`config.mk`:
```
export PLATFORM = sky130hd
export DESIGN_NAME = sm3_hash_engine
export DESIGN_NICKNAME = d
export VERILOG_FILES = /design/src/rtl/sm3_pkg.sv /design/src/rtl/sm3_hash_engine.sv /design/src/rtl/sm3_compress.sv
export SDC_FILE = /design/constraint.sdc
export NUM_CORES = 2
export LEC_CHECK = 0
export BUFFER_PORTS_ARGS = -buffer_cell sky130_fd_sc_hd__buf_4
export CAP_MARGIN = 20
export CORE_ASPECT_RATIO = 2
export CORE_MARGIN = 5
export CORE_UTILIZATION = 60
export CTS_CLUSTER_SIZE = 14
export DETAILED_ROUTE_END_ITERATION = 10
export HOLD_SLACK_MARGIN = 0.12
export PLACE_DENSITY = 0.76
export SYNTH_ARGS = -nofsm -noshare
export SYNTH_HDL_FRONTEND = slang
export SYNTH_SLANG_ARGS = --single-unit
```
`constraint.sdc`:
```
create_clock -name clk -period 26.7 [get_ports clk]
set_clock_uncertainty 0.15 [all_clocks]
set_input_delay 2.67 -clock clk [delete_from_list [all_inputs] [get_ports clk]]
set_output_delay 2.67 -clock clk [all_outputs]
set_load 0.05 [all_outputs]
```
`src/rtl/sm3_pkg.sv`:
```
// ---------------------------------------------------------------------------
// SM3 package
// Types, constants and word functions shared by the SM3 engine modules.
// ---------------------------------------------------------------------------
`timescale 1ns / 1ps
`default_nettype none

package sm3_pkg;

	typedef logic [31:0]       word_t;
	typedef logic [7:0][31:0]  chain_t;
	typedef logic [15:0][31:0] block_t;

	// Commands from the sequencer to the compression unit.
	typedef struct packed {
		logic start;
		logic init;
	} comp_cmd_t;

	localparam word_t SM3_T_LOW  = 32'h79cc4519;
	localparam word_t SM3_T_HIGH = 32'h7a879d8a;

	localparam chain_t SM3_IV = {
		32'hb0fb0e4e, 32'he38dee4d, 32'h163138aa, 32'ha96f30bc,
		32'hda8a0600, 32'h172442d7, 32'h4914b2b9, 32'h7380166f
	};

	localparam word_t SM3_MARK_WORD = 32'h80000000;

	function automatic word_t rotl(input word_t x, input logic [4:0] n);
		logic [63:0] d;
		d = {x, x} << n;
		return d[63:32];
	endfunction

	function automatic word_t perm0(input word_t x);
		return x ^ rotl(x, 5'd9) ^ rotl(x, 5'd17);
	endfunction

	function automatic word_t perm1(input word_t x);
		return x ^ rotl(x, 5'd15) ^ rotl(x, 5'd23);
	endfunction

	// Round constant rotated by the round number modulo 32.
	function automatic word_t t_rot(input logic [5:0] j);
		word_t t;
		t = (j[5:4] == 2'b00) ? SM3_T_LOW : SM3_T_HIGH;
		return rotl(t, j[4:0]);
	endfunction

endpackage

`default_nettype wire

```
`src/rtl/sm3_hash_engine.sv`:
```
// A word that neither completes a block nor ends the message keeps in_ready high.
// A word that completes a block starts a compression, busy until it ends.
// A last item adds padding words at one a cycle, one or two compressions, then
// eight digest words at one a cycle unless stalled; 64 rounds set the rate.
// Reset restores the initial chaining value and clears the fill and length.
// ---------------------------------------------------------------------------
// SM3 hash engine
// Gathers message words into blocks, applies the padding on the last item
// and streams out the eight digest words.
// ---------------------------------------------------------------------------
`timescale 1ns / 1ps
`default_nettype none

module sm3_hash_engine (
	input  wire logic               clk,
	input  wire logic               arst_n,
	input  wire logic               in_valid,
	output      logic               in_ready,
	input  wire sm3_pkg::word_t     data_word,
	input  wire logic [2:0]         valid_bytes,
	input  wire logic               last_item,
	output      logic               out_valid,
	input  wire logic               out_ready,
	output      sm3_pkg::word_t     digest_word,
	output      logic               last_word
);
	import sm3_pkg::*;

	typedef enum logic [3:0] {
		ST_IDLE = 4'b0001,
		ST_PAD  = 4'b0010,
		ST_COMP = 4'b0100,
		ST_OUT  = 4'b1000
	} state_t;

	typedef enum logic [3:0] {
		PH_MARK = 4'b0001,
		PH_ZERO = 4'b0010,
		PH_LLO  = 4'b0100,
		PH_DONE = 4'b1000
	} phase_t;

	state_t      state_q;
	phase_t      phase_q;
	logic        final_q;
	logic [3:0]  fill_q;
	logic [63:0] bitlen_q;
	block_t      blk_q;
	logic        start_q;
	logic [2:0]  out_idx_q;

	comp_cmd_t   cmd;
	chain_t      chain;
	logic        comp_done;

	logic        in_acc;
	logic        out_acc;
	logic [2:0]  k_eff;
	word_t       pad_word;
	logic        push_en;
	word_t       push_word;

	assign in_ready    = (state_q == ST_IDLE);
	assign out_valid   = (state_q == ST_OUT);
	assign in_acc      = in_valid && in_ready;
	assign out_acc     = out_valid && out_ready;
	assign digest_word = chain[out_idx_q];
	assign last_word   = (out_idx_q == 3'd7);

	assign cmd.start = start_q;
	assign cmd.init  = out_acc && last_word;

	// Byte count of the item: a full word unless the last item says fewer.
	assign k_eff = (!last_item || valid_bytes > 3'd4) ? 3'd4 : valid_bytes;

	// Short last word with the marker byte placed after its message bytes.
	always_comb begin
		case (k_eff[1:0])
			2'd1:    pad_word = {data_word[31:24], 24'h800000};
			2'd2:    pad_word = {data_word[31:16], 16'h8000};
			2'd3:    pad_word = {data_word[31:8], 8'h80};
			default: pad_word = SM3_MARK_WORD;
		endcase
	end

	// Word pushed into the block this cycle, from the input or the padding.
	always_comb begin
		push_en   = 1'b0;
		push_word = '0;
		if (in_acc) begin
			push_en   = 1'b1;
			push_word = (k_eff == 3'd4) ? data_word : pad_word;
		end else if (state_q == ST_PAD) begin
			push_en = 1'b1;
			case (phase_q)
				PH_MARK: push_word = SM3_MARK_WORD;
				PH_ZERO: push_word = (fill_q == 4'd14) ? bitlen_q[63:32] : '0;
				PH_LLO:  push_word = bitlen_q[31:0];
				default: push_word = '0;
			endcase
		end
	end

	// Block buffer.
	always_ff @(posedge clk) begin
		if (push_en) begin
			blk_q[fill_q] <= push_word;
		end
	end

	// Sequencer for input, padding, compression and output.
	always_ff @(posedge clk or negedge arst_n) begin
		if (!arst_n) begin
			state_q   <= ST_IDLE;
			phase_q   <= PH_MARK;
			final_q   <= 1'b0;
			fill_q    <= '0;
			bitlen_q  <= '0;
			start_q   <= 1'b0;
			out_idx_q <= '0;
		end else begin
			start_q <= 1'b0;
			if (push_en) begin
				fill_q <= fill_q + 4'd1;
			end
			case (state_q)
				ST_IDLE: begin
					if (in_acc) begin
						bitlen_q <= bitlen_q + {58'd0, k_eff, 3'b000};
						final_q  <= last_item;
						phase_q  <= (k_eff == 3'd4) ? PH_MARK : PH_ZERO;
						if (fill_q == 4'd15) begin
							state_q <= ST_COMP;
							start_q <= 1'b1;
						end else if (last_item) begin
							state_q <= ST_PAD;
						end
					end
				end
				ST_PAD: begin
					case (phase_q)
						PH_MARK: phase_q <= PH_ZERO;
						PH_ZERO: phase_q <= (fill_q == 4'd14) ? PH_LLO : PH_ZERO;
						PH_LLO:  phase_q <= PH_DONE;
						default: phase_q <= PH_DONE;
					endcase
					if (fill_q == 4'd15) begin
						state_q <= ST_COMP;
						start_q <= 1'b1;
					end
				end
				ST_COMP: begin
					if (comp_done) begin
						if (!final_q) begin
							state_q <= ST_IDLE;
						end else if (phase_q == PH_DONE) begin
							state_q <= ST_OUT;
						end else begin
							state_q <= ST_PAD;
						end
					end
				end
				ST_OUT: begin
					if (out_acc) begin
						out_idx_q <= out_idx_q + 3'd1;
						if (last_word) begin
							state_q  <= ST_IDLE;
							final_q  <= 1'b0;
							fill_q   <= '0;
							bitlen_q <= '0;
						end
					end
				end
				default: state_q <= ST_IDLE;
			endcase
		end
	end

	sm3_round_core u_compress (
		.clk   (clk),
		.arst_n(arst_n),
		.cmd   (cmd),
		.block (blk_q),
		.chain (chain),
		.done  (comp_done)
	);

endmodule

`default_nettype wire

```
`src/rtl/sm3_compress.sv`:
```
// ---------------------------------------------------------------------------
// SM3 compression unit
// One round per cycle over a 16-word expansion window, 64 rounds per block,
// then the working registers are folded into the chaining value.
// ---------------------------------------------------------------------------
`timescale 1ns / 1ps
`default_nettype none

module sm3_round_core (
	input  wire logic              clk,
	input  wire logic              arst_n,
	input  wire sm3_pkg::comp_cmd_t cmd,
	input  wire sm3_pkg::block_t   block,
	output      sm3_pkg::chain_t   chain,
	output      logic              done
);
	import sm3_pkg::*;

	block_t     win_q;
	chain_t     work_q;
	chain_t     chain_q;
	logic [5:0] round_q;
	logic       run_q;
	logic       fin_q;

	word_t a12, ss1, ss2, ff, gg, tt1, tt2, w_new;
	word_t a, b, c, d, e, f, g, h;

	assign chain = chain_q;
	assign done  = fin_q;

	always_comb begin
		a = work_q[0]; b = work_q[1]; c = work_q[2]; d = work_q[3];
		e = work_q[4]; f = work_q[5]; g = work_q[6]; h = work_q[7];
	end

	// Round datapath for the current round number.
	always_comb begin
		a12 = rotl(a, 5'd12);
		ss1 = rotl(a12 + e + t_rot(round_q), 5'd7);
		ss2 = ss1 ^ a12;
		if (round_q[5:4] == 2'b00) begin
			ff = a ^ b ^ c;
			gg = e ^ f ^ g;
		end else begin
			ff = (a & b) | (a & c) | (b & c);
			gg = (e & f) | (~e & g);
		end
		tt1 = ff + d + ss2 + (win_q[0] ^ win_q[4]);
		tt2 = gg + h + ss1 + win_q[0];
	end

	// Next expanded word from the window taps.
	assign w_new = perm1(win_q[0] ^ win_q[7] ^ rotl(win_q[13], 5'd15))
		^ rotl(win_q[3], 5'd7) ^ win_q[10];

	// Sequencer for the round loop.
	always_ff @(posedge clk or negedge arst_n) begin
		if (!arst_n) begin
			run_q   <= 1'b0;
			fin_q   <= 1'b0;
			round_q <= '0;
		end else begin
			fin_q <= 1'b0;
			if (cmd.start) begin
				run_q   <= 1'b1;
				round_q <= '0;
			end else if (run_q) begin
				round_q <= round_q + 6'd1;
				if (round_q == 6'd63) begin
					run_q <= 1'b0;
					fin_q <= 1'b1;
				end
			end
		end
	end

	// Chaining value: initial value after reset or on request, folded after a block.
	always_ff @(posedge clk or negedge arst_n) begin
		if (!arst_n) begin
			chain_q <= SM3_IV;
		end else if (cmd.init) begin
			chain_q <= SM3_IV;
		end else if (fin_q) begin
			chain_q <= chain_q ^ work_q;
		end
	end

	// Working registers and expansion window.
	always_ff @(posedge clk) begin
		if (cmd.start) begin
			win_q  <= block;
			work_q <= chain_q;
		end else if (run_q) begin
			for (int i = 0; i < 15; i++) begin
				win_q[i] <= win_q[i + 1];
			end
			win_q[15] <= w_new;
			work_q[0] <= tt1;
			work_q[1] <= a;
			work_q[2] <= rotl(b, 5'd9);
			work_q[3] <= c;
			work_q[4] <= perm0(tt2);
			work_q[5] <= e;
			work_q[6] <= rotl(f, 5'd19);
			work_q[7] <= g;
		end
	end

endmodule

`default_nettype wire

```
==> run_summary.xml <==
<?xml version="1.0" encoding="UTF-8"?>
<metrics>
  <group name="yosys">
    <metric name="synthesis.instances" unit="">6028</metric>
    <metric name="yosys_register_bits" unit="">1622</metric>
    <metric name="synth_ff_type" unit="">edfxtp_1</metric>
    <metric name="ys_top_cells_by_count" unit="">edfxtp_1 (1280), nand2_1 (776), mux2_2 (676)</metric>
    <metric name="post_synth_design_cell_area" unit="um2">80100</metric>
    <metric name="synth_sequential_area_ratio" unit="%">58.9</metric>
    <metric name="async_flop_share" unit="%">21.1</metric>
    <metric name="synth_warnings" unit="">0</metric>
    <metric name="synthTopCellsByArea" unit="">edfxtp_1 (48%), mux2_2 (9.5%), dfrtp_1 (6.9%), fa_1 (4.7%), xor2_1 (4.4%)</metric>
    <metric name="synth.distinct_cells" unit="">85</metric>
    <metric name="synth.avg_cell_area" unit="um2">13.3</metric>
    <metric name="synth.net_count" unit="">6364</metric>
    <metric name="synthMostInstantiatedCell" unit="">edfxtp_1</metric>
    <metric name="synth.largest_area_cell" unit="">edfxtp_1</metric>
    <metric name="synth_enable_flop_cells" unit="">1280</metric>
    <metric name="synth_top_area_share" unit="%">48.0</metric>
  </group>
  <group name="setup_path">
    <metric name="worst-path-max-fanout" unit="">61</metric>
    <metric name="timing.critical_path.required" unit="ns">27.17</metric>
    <metric name="path_class" unit="">register to register</metric>
    <metric name="critical-path-slowest-cell" unit="">dfrtp_2</metric>
    <metric name="timing.critical_path.from_type" unit="">register</metric>
    <metric name="reg2reg_depth" unit="">34</metric>
    <metric name="regToRegSetupSlack" unit="ns">15.18</metric>
    <metric name="r2r-start" unit="">u_compress.round_q[4]$_DFFE_PN0P_</metric>
    <metric name="critPathCaptureType" unit="">register</metric>
    <metric name="timing.critical_path.arrival" unit="ns">11.99</metric>
    <metric name="regToRegEndpoint" unit="">u_compress.e[8]$_DFFE_PP_</metric>
    <metric name="cp_slowest_stage_delay" unit="ns">1.00</metric>
  </group>
  <group name="placed_design">
    <metric name="dp_hpwl" unit="um">189000</metric>
    <metric name="numPortBuffers" unit="">74</metric>
    <metric name="gp_routability_congestion" unit="">1.06</metric>
  </group>
  <group name="sta">
    <metric name="maxSlewViolCount" unit="">0</metric>
    <metric name="fin_crit_share" unit="%">43.1</metric>
    <metric name="setup_tns" unit="ns">0</metric>
    <metric name="slew_headroom" unit="%">20.0</metric>
    <metric name="final_critical_period" unit="ns">11.52</metric>
    <metric name="holdWs" unit="ns">0.371</metric>
    <metric name="maxClockFrequency" unit="MHz">86.8</metric>
    <metric name="setup_violations" unit="">0</metric>
    <metric name="worst-slew-pin-transition" unit="ns">1.19</metric>
    <metric name="rsz0062_at_grt" unit="">no</metric>
    <metric name="timing.final.hold_violations" unit="">0</metric>
  </group>
  <group name="drt">
    <metric name="wl_final" unit="um">262000</metric>
    <metric name="drc" unit="">0</metric>
    <metric name="via_count" unit="">49200</metric>
    <metric name="detailed_router_iteration_count_before_antenna_repair" unit="">6</metric>
    <metric name="wire_per_inst" unit="um">33.0</metric>
    <metric name="routed_via_density" unit="">6.21</metric>
    <metric name="drt_first_iter_violations" unit="">4899</metric>
    <metric name="post_route_antenna_net_violation_count" unit="">0</metric>
  </group>
  <group name="floorplan">
    <metric name="design.die.area" unit="um2">141000</metric>
    <metric name="ios" unit="">75</metric>
    <metric name="fp.dieH" unit="um">527</metric>
    <metric name="fp-row-count" unit="">189</metric>
    <metric name="floorplan.initialDensity" unit="%">60.4</metric>
    <metric name="design.core.area" unit="um2">133000</metric>
    <metric name="die_width" unit="um">268</metric>
  </group>
  <group name="cells_and_area">
    <metric name="fin_nets" unit="">6442</metric>
    <metric name="drive_gt1_share" unit="%">21.1</metric>
    <metric name="regArea" unit="um2">47200</metric>
    <metric name="multiInputGateArea" unit="um2">30900</metric>
    <metric name="flow.area_growth_from_synthesis" unit="%">9.26</metric>
    <metric name="number_of_fill_cells_in_the_layout" unit="">9666</metric>
  </group>
  <group name="hold_path">
    <metric name="type_of_the_tightest_min_delay_check" unit="">register to register</metric>
    <metric name="worst_hold_startpoint" unit="">u_compress.win_q[167]$_DFFE_PP_</metric>
    <metric name="min_to" unit="">u_compress.win_q[135]$_DFFE_PP_</metric>
    <metric name="hold_path_depth" unit="">1</metric>
  </group>
  <group name="grt">
    <metric name="global_route_wire_length_before_repair" unit="um">367000</metric>
    <metric name="maximum_number_of_pins_on_one_net_before_global_route_repair" unit="">184</metric>
    <metric name="first_global_vias" unit="">50700</metric>
    <metric name="overall_routing_resource_usage" unit="%">37.0</metric>
    <metric name="gr-total-overflow" unit="">0</metric>
    <metric name="antenna_found_initial" unit="">13</metric>
  </group>
  <group name="run">
    <metric name="drv.max_cap_violation_count" unit="">0</metric>
  </group>
  <group name="clock_network">
    <metric name="postCtsSetupRepairBufs" unit="">0</metric>
    <metric name="cts_root_buffer" unit="">clkbuf_16</metric>
    <metric name="ctsResizeCount" unit="">0</metric>
    <metric name="clock_latency" unit="ns">0.83</metric>
    <metric name="cts_hold_buf" unit="">0</metric>
    <metric name="numCtsBuffers" unit="">153</metric>
    <metric name="reg_clk_slew_reported_paths" unit="ns">0.07</metric>
    <metric name="cts_tree" unit="">built</metric>
    <metric name="clock_sinks" unit="">1622</metric>
    <metric name="cts.htree.levels" unit="">4</metric>
    <metric name="ctsLongestPathBuffers" unit="">4</metric>
  </group>
  <group name="status">
    <metric name="outcome" unit="">finished clean</metric>
  </group>
</metrics>
-- registers in the layout, summed over array words and instances (netlist names), 61 cells and up --
register,flops
blk_q,512
u_compress.win_q,512
u_compress.chain,256
bitlen_q,61
-- final cells by class --
cell class | instances | area share, %
antenna | 10 | 0.0286
timing repair buffer | 173 | 1.61
sequential | 1622 | 53.9
tap | 1719 | 2.46
inverter | 351 | 1.51
clock buffer | 210 | 4.77
clock inverter | 34 | 0.429
multi-input combinational | 3805 | 35.3
-- per-stage QoR --
stage / utilization (%) / setup slack (ns) / std cells / instance area (um2)
2_1_floorplan: - / 15.67 / 6028 / 80100
3_3_place_gp: 62.4 / 15.49 / 7658 / 82800
3_5_place_dp: 62.5 / 15.42 / 7663 / 82900
4_1_cts: 65.9 / 15.31 / 7907 / 87400
5_1_grt: 66.0 / 14.80 / 7916 / 87500
6_report: 66.0 / 15.18 / 7924 / 87500
-- layer usage --
layer  GRT usage [%]  share of wire (%)
met5               0              0.016
met3            5.37                5.3
met2            64.2                 52
met1            36.9                 30
met4            35.8                 13
-- cells by family after synthesis --
group	after synthesis	synth area share (%)
compound gates	668	4.99
xor+xnor	746	8.19
fa+ha+maj	296	6.40
buf+inv	601	2.82
flops	1622	58.9
mux	797	12.0
simple gates	1298	6.71
-- cell usage in the layout, fill, tap and decap left out, drive strengths merged, types with 64 or more instances in the layout --
master,Yosys,routed
mux4,64,64
a21oi,131,131
xnor2,341,341
dfstp,121,121
nor2,317,317
inv,350,354
dfrtp,221,221
buf,24,173
fa,189,189
xor2,404,404
mux2,677,677
o21ai,316,316
clkbuf,226,210
nand2,776,776
ha,107,107
edfxtp,1280,1280
-- critical path, delay by kind of cell (launching register included) --
family	cells	cell delay (ns)
xor+xnor	3	1.40
flops	1	1.00
buf+inv	4	1.01
mux	2	0.31
fa+ha+maj	5	2.24
simple gates	5	1.13
compound gates	15	4.10
-- how the worst max path moves through the flow --
| stage | end | slack (ns) | startpoint | cells past startpoint |
|---|---|---|---|---|
| 3_3_place_gp | u_compress.e[11]$_DFFE_PP_ | 15.49 | u_compress.round_q[4]$_DFFE_PN0P_ | 34 |
| 6_report | u_compress.e[8]$_DFFE_PP_ | 15.18 | u_compress.round_q[4]$_DFFE_PN0P_ | 34 |
| 5_1_grt | u_compress.e[8]$_DFFE_PP_ | 14.80 | u_compress.round_q[4]$_DFFE_PN0P_ | 34 |
| 2_1_floorplan | u_compress.a[0]$_DFFE_PP_ | 15.67 | start_q$_DFF_PN0_ | 3 |
| 3_5_place_dp | u_compress.e[8]$_DFFE_PP_ | 15.42 | u_compress.round_q[4]$_DFFE_PN0P_ | 34 |
| 4_1_cts | u_compress.e[8]$_DFFE_PP_ | 15.31 | u_compress.round_q[4]$_DFFE_PN0P_ | 34 |
Power is not shown: default switching activity piles up to over one toggle a cycle in this logic, so the estimate is an artifact.
